--- src/rtl/acgf_pkg.sv ---
// Package for the ARP cache gateway forwarder.
// Holds payload structs, operation codes and result codes; no dependencies.
package acgf_pkg;

    localparam int unsigned CfgIdxWidth = 2;
    localparam int unsigned CfgWidth    = 32;

    typedef enum logic [1:0] {
        OP_ARP_ETH   = 2'd0,
        OP_ARP_RADIO = 2'd1,
        OP_IP        = 2'd2,
        OP_OTHER     = 2'd3
    } t_op;

    typedef enum logic [1:0] {
        KIND_REQUEST = 2'd0,
        KIND_REPLY   = 2'd1,
        KIND_OTHER   = 2'd2,
        KIND_RSVD    = 2'd3
    } t_kind;

    typedef enum logic [2:0] {
        ACT_NONE       = 3'd0,
        ACT_LOCAL      = 3'd1,
        ACT_REPLY_REQ  = 3'd2,
        ACT_FLOOD      = 3'd3,
        ACT_ETH_REPLY  = 3'd4,
        ACT_RADIO_REPLY = 3'd5,
        ACT_IP_ETH     = 3'd6,
        ACT_IP_RADIO   = 3'd7
    } t_action;

    localparam logic [1:0] CFG_OWN_IP    = 2'd0;
    localparam logic [1:0] CFG_BCAST_IP  = 2'd1;
    localparam logic [1:0] CFG_DEFAULT   = 2'd2;
    localparam logic [1:0] CFG_PORT_MASK = 2'd3;

    localparam logic [31:0] ALL_ONES_IP = 32'hffff_ffff;
    localparam logic [55:0] MASK48      = 56'h00_ffff_ffff_ffff;

    typedef struct packed {
        logic [1:0]  operation;
        logic [1:0]  arp_kind;
        logic [31:0] sender_ip;
        logic [31:0] target_ip;
        logic [55:0] sender_hw;
        logic [5:0]  arrival_port;
    } t_in_item;

    typedef struct packed {
        logic [2:0]  action;
        logic [31:0] flood_port_mask;
        logic        flood_to_ethernet;
        logic [55:0] next_hop_hw;
        logic [5:0]  out_port;
        logic        table_full;
    } t_out_item;

    // Classified work handed from the front end to the cache engine.
    typedef struct packed {
        logic        is_req;
        logic        is_reply;
        logic        is_ip;
        logic        is_eth;
        logic        is_local;
        logic [31:0] sender_ip;
        logic [31:0] target_ip;
        logic [55:0] hw;
        logic [5:0]  port;
        logic [31:0] fmask;
        logic        to_own;
    } t_job;

endpackage

--- src/rtl/acgf_front.sv ---
// Front end: accepts input beats, classifies them and queues jobs.
// Depends on acgf_pkg.
module acgf_front import acgf_pkg::*; #(
    parameter int unsigned RADIO_PORTS = 32
) (
    input  logic        i_clk,
    input  logic        i_rst_n,
    input  logic        push,
    output logic        full,
    input  t_in_item    i_item,
    input  logic [31:0] i_own_ip,
    input  logic [31:0] i_bcast_ip,
    input  logic [31:0] i_port_mask,
    output logic        o_job_valid,
    output t_job        o_job,
    input  logic        i_job_take
);
    localparam logic [32:0] LimitWide = (33'd1 << RADIO_PORTS) - 33'd1;
    localparam logic [31:0] PortLimit = LimitWide[31:0];

    // Two-entry job queue.
    t_job       r_q [2];
    logic       r_wr, r_rd;
    logic [1:0] r_cnt;
    t_job       n_job;
    logic       do_push, do_pop;

    always_comb begin
        logic eth;
        logic [31:0] base;
        eth = (i_item.operation == OP_ARP_ETH);
        base = i_port_mask & PortLimit;
        n_job.is_req    = (i_item.operation == OP_ARP_ETH || i_item.operation == OP_ARP_RADIO)
                          && i_item.arp_kind == KIND_REQUEST;
        n_job.is_reply  = (i_item.operation == OP_ARP_ETH || i_item.operation == OP_ARP_RADIO)
                          && i_item.arp_kind == KIND_REPLY;
        n_job.is_ip     = (i_item.operation == OP_IP);
        n_job.is_eth    = eth;
        n_job.is_local  = i_item.target_ip == i_own_ip || i_item.target_ip == ALL_ONES_IP
                          || i_item.target_ip == i_bcast_ip;
        n_job.sender_ip = i_item.sender_ip;
        n_job.target_ip = i_item.target_ip;
        n_job.hw        = eth ? (i_item.sender_hw & MASK48) : i_item.sender_hw;
        n_job.port      = eth ? 6'd0 : i_item.arrival_port;
        n_job.to_own    = i_item.target_ip == i_own_ip;
        if (!eth && i_item.arrival_port >= 6'd1 && i_item.arrival_port <= 6'(RADIO_PORTS))
            base = base & ~(32'd1 << (i_item.arrival_port - 6'd1));
        n_job.fmask = base;
    end

    assign full        = (r_cnt == 2'd2);
    assign do_push     = push && !full;
    assign o_job_valid = (r_cnt != 2'd0);
    assign do_pop      = i_job_take && o_job_valid;
    assign o_job       = r_q[r_rd];

    always_ff @(posedge i_clk) begin
        if (!i_rst_n) begin
            r_wr <= 1'b0;
            r_rd <= 1'b0;
            r_cnt <= 2'd0;
        end else begin
            if (do_push) begin
                r_q[r_wr] <= n_job;
                r_wr <= ~r_wr;
            end
            if (do_pop) r_rd <= ~r_rd;
            r_cnt <= r_cnt + 2'(do_push) - 2'(do_pop);
        end
    end
endmodule

--- config.mk ---
export PLATFORM = sky130hd
export DESIGN_NAME = acgf_front
export DESIGN_NICKNAME = d
export VERILOG_FILES = /design/src/rtl/acgf_pkg.sv /design/src/rtl/acgf_front.sv
export SDC_FILE = /design/constraint.sdc
export NUM_CORES = 1
export LEC_CHECK = 0
export BUFFER_PORTS_ARGS = -buffer_cell sky130_fd_sc_hd__buf_4
export CORE_UTILIZATION = 30
export DETAILED_ROUTE_END_ITERATION = 10
export PLACE_DENSITY = 0.64
export SLEW_MARGIN = 20
export SYNTH_ARGS = -nofsm -noshare
export SYNTH_HDL_FRONTEND = slang
export SYNTH_SLANG_ARGS = --single-unit
--- constraint.sdc ---
create_clock -name i_clk -period 13.6 [get_ports i_clk]
set_input_delay 1.36 -clock i_clk [delete_from_list [all_inputs] [get_ports i_clk]]
set_output_delay 1.36 -clock i_clk [all_outputs]
set_load 0.005 [all_outputs]
==> reports/metrics.yaml, run 1 <==
placement:
  dp_cells: 1680
  port_buffers: 395
  post-place-ws_ps: 9970
  dpl_cell_area_um2: 17000
  place.gp.congestion: 0.857
  dp_hpwl_um: 23600
power_and_ir_drop:
  power_mw: 2.85
  power_leakage_nw: 6.72
  ir_drop_v: 0.0000933
  cellPowerDensity_nw_per_um2: 157
sta:
  slew_headroom_pct: 32.5
  worstMarginPinSlew_ps: 1010
  holdWs_ps: 552
  clock-skew-final_ps: 8.71
  fin_ws_ps: 9470
  min_period_ps: 4130
  slew_viol_final: 0
  rsz0062_at_grt: "false"
  setup_viol: 0
  hold_viol_final: 0
  period_share_pct: 30.3
  fmax_ghz: 0.242
  fin_tns_setup_ps: 0
critical_path:
  cp.required_ps: 12240
  r2r_start: "r_cnt[0]$_SDFF_PN0_"
  worstPathMaxFanout: 72
  critical_path_class: "reg -> out"
  arrival_ps: 2770
  startpoint_type: "flop"
  cpPeakStageDelay_ps: 780
  slowest_stage: "buf_4"
  critPathBufInv: 2
  worst_setup_path_end_kind: "output pin"
  crit_top_cell: "buf_4"
  cpLargestDelayFamily: "buffers and inverters"
  path_cells: "buf_4 > mux2_2 > buf_4"
yosys:
  synth_top_cells_by_area: "edfxtp_1 (74%), mux2_2 (14%), xor2_1 (4.3%)"
  synth_seq_area_share_pct: 74.5
  yosys_warnings: 0
  synth.most_common_cell: "edfxtp_1"
  syn_area_um2: 13400
  synthCells: 715
  syn_area_per_cell_um2: 18.7
  ys_ff_latch: 333
  ys_types: 37
  synth-edff-count: 328
  synth-main-ff-cell: "edfxtp_1"
  synth_largest_area_cell: "edfxtp_1"
  synthTopCellsByCount: "edfxtp_1 (328), mux2_2 (164), xor2_1 (65)"
  synthArstFlopShare_pct: 0
  synth_top_area_share_pct: 73.8
  synth_nets: 947
global_route:
  track_usage_pct: 14.6
  grt_pass1_wl_um: 49200
  first_global_vias: 8256
  antenna_found_initial: 0
  grt_max_degree: 139
  grt-ovfl-total: 0
cells_and_area:
  stdcell_count: 1747
  final_util_pct: 41.9
  multi_input_area_um2: 3280
  fin_nets: 1367
  fillCellCount: 3987
  design_area_um2: 18200
  antenna_cells: 0
  regArea_um2: 9950
  drive_above_1_share_pct: 53.7
  syn2layout_area_growth_pct: 36.3
detailed_routing:
  dr.pass1.iters: 4
  dr_total_vias: 7843
  antenna_left: 0
  drc: 0
  first_iter_violations: 370
  wirelength_um: 34100
  vias_per_cell: 4.49
  avgRoutedWirePerCell_um: 19.5
clock_tree:
  post_cts_buffers: 0
  clock_path_buffers: 3
  cts_num_sinks: 333
  root_buffer: "clkbuf_16"
  clkTransAtPathRegs_ps: 60
  cts_resized: 0
  htreeDepth: 2
  insertion_delay_ps: 540
  ctsHoldBuffers: 0
  cts_tree: "built"
  cts_buffers: 38
die:
  die_x_um: 213
  io_pins: 396
  fp-row-count: 76
  core_um2: 43500
  fp.dieH_um: 213
  start_util_pct: 30.7
  dieArea_um2: 45300
job:
  drv_cap: 0
outcome:
  status: "complete, no violations"
hold_path:
  min_path_type: "reg -> reg"
  hp-start: "r_rd$_SDFFE_PN0P_"
-- power by group --
part / leakage (nW) / total [mW] / internal (mW) / switching [mW]
Sequential: 3.05 / 1.26 / 1.23 / 0.0361
Combinational: 3.10 / 0.619 / 0.350 / 0.269
Clock: 0.567 / 0.966 / 0.578 / 0.387
-- final cells by class --
| cell class | instances | share of cell area [%] |
|---|---|---|
| flip-flops and latches | 333 | 54.7 |
| multi-input cells | 352 | 18.0 |
| repair buffers | 403 | 16.7 |
| clock buffers | 47 | 5.53 |
| well taps | 585 | 4.02 |
| clock inverters | 20 | 0.887 |
| inverters | 7 | 0.144 |
-- path summary, 6_finish.rpt --
check / to / slack [ps] / depth (start not counted)
setup / recovery: o_job[90] / 9470 / 3
setup reg to reg: r_q[1][85]$_DFFE_PP_ / 11170 / 3
hold / removal: r_rd$_SDFFE_PN0P_ / 550 / 2
hold reg to reg: r_rd$_SDFFE_PN0P_ / 550 / 2
-- layer usage --
metal	share of wire, %	global-route usage [%]	routed length [um]
met3	7.7	4.77	2630
met5	0	0	0
met2	49	24.5	16800
met1	40	17.7	13800
met4	2.6	4.74	869
-- worst register-to-register path: stages, from the launching register on --
cell and delay, ps:
dfxtp_1 340, nand2b_1 160, and4_4 670, buf_4 830
-- cell usage in the layout (no fill, tap or decap), types with 12 or more instances in the layout --
cell type  synthesis  final
buf_4              0    402
edfxtp_1         328    328
mux2_2           164    164
xor2_1            65     65
clkbuf_16          0     39
a21boi_0          20     20
nor4_1            18     18
nor2b_1           16     16
clkinv_1           0     14
nand4_1           12     12
-- kinds of logic after synthesis --
logic type | synth area share, %
DFF | 74.5
and+or+nand+nor | 3.91
AOI/OAI and AO/OA | 2.00
buffers and inverters | 1.02
muxes | 13.8
adders and majority gates | 0.187
xor gates and xnor gates | 4.53
-- flip-flops by register name, indices dropped and copies added, names as in the netlist, named ones only --
signal,count
r_cnt,2
r_rd,1
r_q,328
r_wr,1
Note: power is estimated with default switching activity, not from simulation.
==> run 2, diff against run 1 <==
--- a/config.mk
+++ b/config.mk
@@ -8,7 +8,7 @@
 export BUFFER_PORTS_ARGS = -buffer_cell sky130_fd_sc_hd__buf_4
 export CORE_UTILIZATION = 30
 export DETAILED_ROUTE_END_ITERATION = 10
-export PLACE_DENSITY = 0.64
+export PLACE_DENSITY = 0.62
 export SLEW_MARGIN = 20
 export SYNTH_ARGS = -nofsm -noshare
 export SYNTH_HDL_FRONTEND = slang
==> constraint.sdc (replaced) <==
create_clock -name i_clk -period 4 [get_ports i_clk]
set_input_delay 0.4 -clock i_clk [delete_from_list [all_inputs] [get_ports i_clk]]
set_output_delay 0.4 -clock i_clk [all_outputs]
set_load 0.005 [all_outputs]
==> reports/metrics.yaml, run 2 (synthesized netlist as in run 1, its figures left out) <==
sta:
  hold_viol_final: 0
  period_share_pct: 70.9
  setup_viol: 0
  worstMarginPinSlew_ps: 821
  clock-skew-final_ps: 22.2
  slew_headroom_pct: 45.3
  fmax_ghz: 0.352
  slew_viol_final: 0
  fin_ws_ps: 1160
  holdWs_ps: 47.5
  rsz0062_at_grt: "false"
  min_period_ps: 2840
  fin_tns_setup_ps: 0
die:
  core_um2: 43500
  dieArea_um2: 45300
  die_x_um: 213
  fp.dieH_um: 213
  fp-row-count: 76
  start_util_pct: 30.7
  io_pins: 396
power_and_ir_drop:
  switchingPower_mw: 2.45
  seqPwrFrac_pct: 44.7
  clkPwrFrac_pct: 32.9
  power_leakage_nw: 6.82
  cell_internal_pwr_mw: 7.19
  power_mw: 9.65
  ir_drop_v: 0.000290
  swShare_pct: 25.4
  cellPowerDensity_nw_per_um2: 523
  pwr-share-comb_pct: 22.4
detailed_routing:
  avgRoutedWirePerCell_um: 19.3
  antenna_left: 0
  first_iter_violations: 387
  dr_total_vias: 7945
  drc: 0
  wirelength_um: 34200
  dr.pass1.iters: 4
  vias_per_cell: 4.49
clock_tree:
  ctsHoldBuffers: 19
  clock_path_buffers: 3
  cts_tree: "built"
  cts_resized: 0
  insertion_delay_ps: 550
  clkTransAtPathRegs_ps: 60
  cts_buffers: 38
  post_cts_buffers: 0
  cts_num_sinks: 333
  htreeDepth: 2
  root_buffer: "clkbuf_16"
cells_and_area:
  largest_reg_flops: 328
  drive_above_1_share_pct: 53.7
  regMostFlops: "r_q"
  syn2layout_area_growth_pct: 38.2
  final_util_pct: 42.5
  final_cell_mix: "buf_4 (398), edfxtp_1 (328), mux2_2 (164)"
  fin_nets: 1388
  fillCellCount: 3969
  layout_commonest_cell: "buf_4"
  top_regs: "r_q: 328 flops, r_cnt: 2 flops"
placement:
  port_buffers: 395
  post-place-ws_ps: 1680
  dp_hpwl_um: 23300
  place.gp.congestion: 0.798
global_route:
  antenna_found_initial: 1
  track_usage_pct: 14.6
  grt_max_degree: 113
  grt-ovfl-total: 0
  first_global_vias: 8192
  grt_pass1_wl_um: 49100
critical_path:
  startpoint_type: "flop"
  arrival_ps: 2440
  cp.required_ps: 3600
  critical_path_class: "reg -> out"
  worst_setup_path_end_kind: "output pin"
  worstPathMaxFanout: 53
hold_path:
  min_path_type: "in -> reg"
job:
  drv_cap: 0
outcome:
  status: "complete, no violations"
==> run 2: power groups by stage <==
| stage | combinational [mW] | clock [mW] | sequential, mW |
|---|---|---|---|
| final | 2.16 | 3.18 | 4.31 |
| after CTS | 2.20 | 3.29 | 4.32 |
| after floorplan | 1.07 | 0 | 4.32 |
| after global placement | 2.18 | 0 | 4.38 |
| after global routing | 2.33 | 3.41 | 4.34 |
| after detailed placement | 2.18 | 0 | 4.39 |
==> run 2: final timing paths <==
| path | from | endpoint | slack (ps) | cells past startpoint |
|---|---|---|---|---|
| worst min register to register | r_rd$_SDFFE_PN0P_ | r_rd$_SDFFE_PN0P_ | 540 | 2 |
| worst min-delay path | i_item[103] | r_q[0][136]$_DFFE_PP_ | 50 | 1 |
| worst max register to register | r_cnt[0]$_SDFF_PN0_ | r_q[1][118]$_DFFE_PP_ | 1970 | 3 |
| worst max-delay path | flop | o_job[159] | 1160 | 3 |
==> run 2: layout make-up <==
cell class              instances  area [um^2]  area share [%]
diodes                          1         2.50          0.0136
repair buffers                424         3300            17.9
inverters                       7         26.3           0.142
clock buffers                  44          995            5.39
multi-input cells             352         3300            17.9
well taps                     585          732            3.97
flip-flops and latches        333         9950            54.0
clock inverters                25          145           0.787
==> run 2: through the flow <==
| step | instance area [um^2] | cells |
|---|---|---|
| global placement | 17100 | 1680 |
| CTS | 18400 | 1768 |
| finish | 18400 | 1771 |
| floorplan | 13400 | 715 |
| global route | 18400 | 1771 |
| detailed placement | 17100 | 1680 |
==> run 2: metal layers <==
layer | share of wire (%) | global-route usage [%] | up-vias | routed length (um)
met1 | 41 | 17.9 | 3962 | 14000
met3 | 7.9 | 4.82 | 39 | 2690
li1 | - | - | 3667 | -
met2 | 49 | 24.3 | 277 | 16900
met4 | 1.7 | 4.29 | 0 | 578
met5 | 0 | 0 | - | 0
==> run 2: worst max-delay path, cell delays in order, from the launching register on <==
cell and delay [ps]:
dfxtp_4 850, buf_12 370, mux2_2 430, buf_4 150
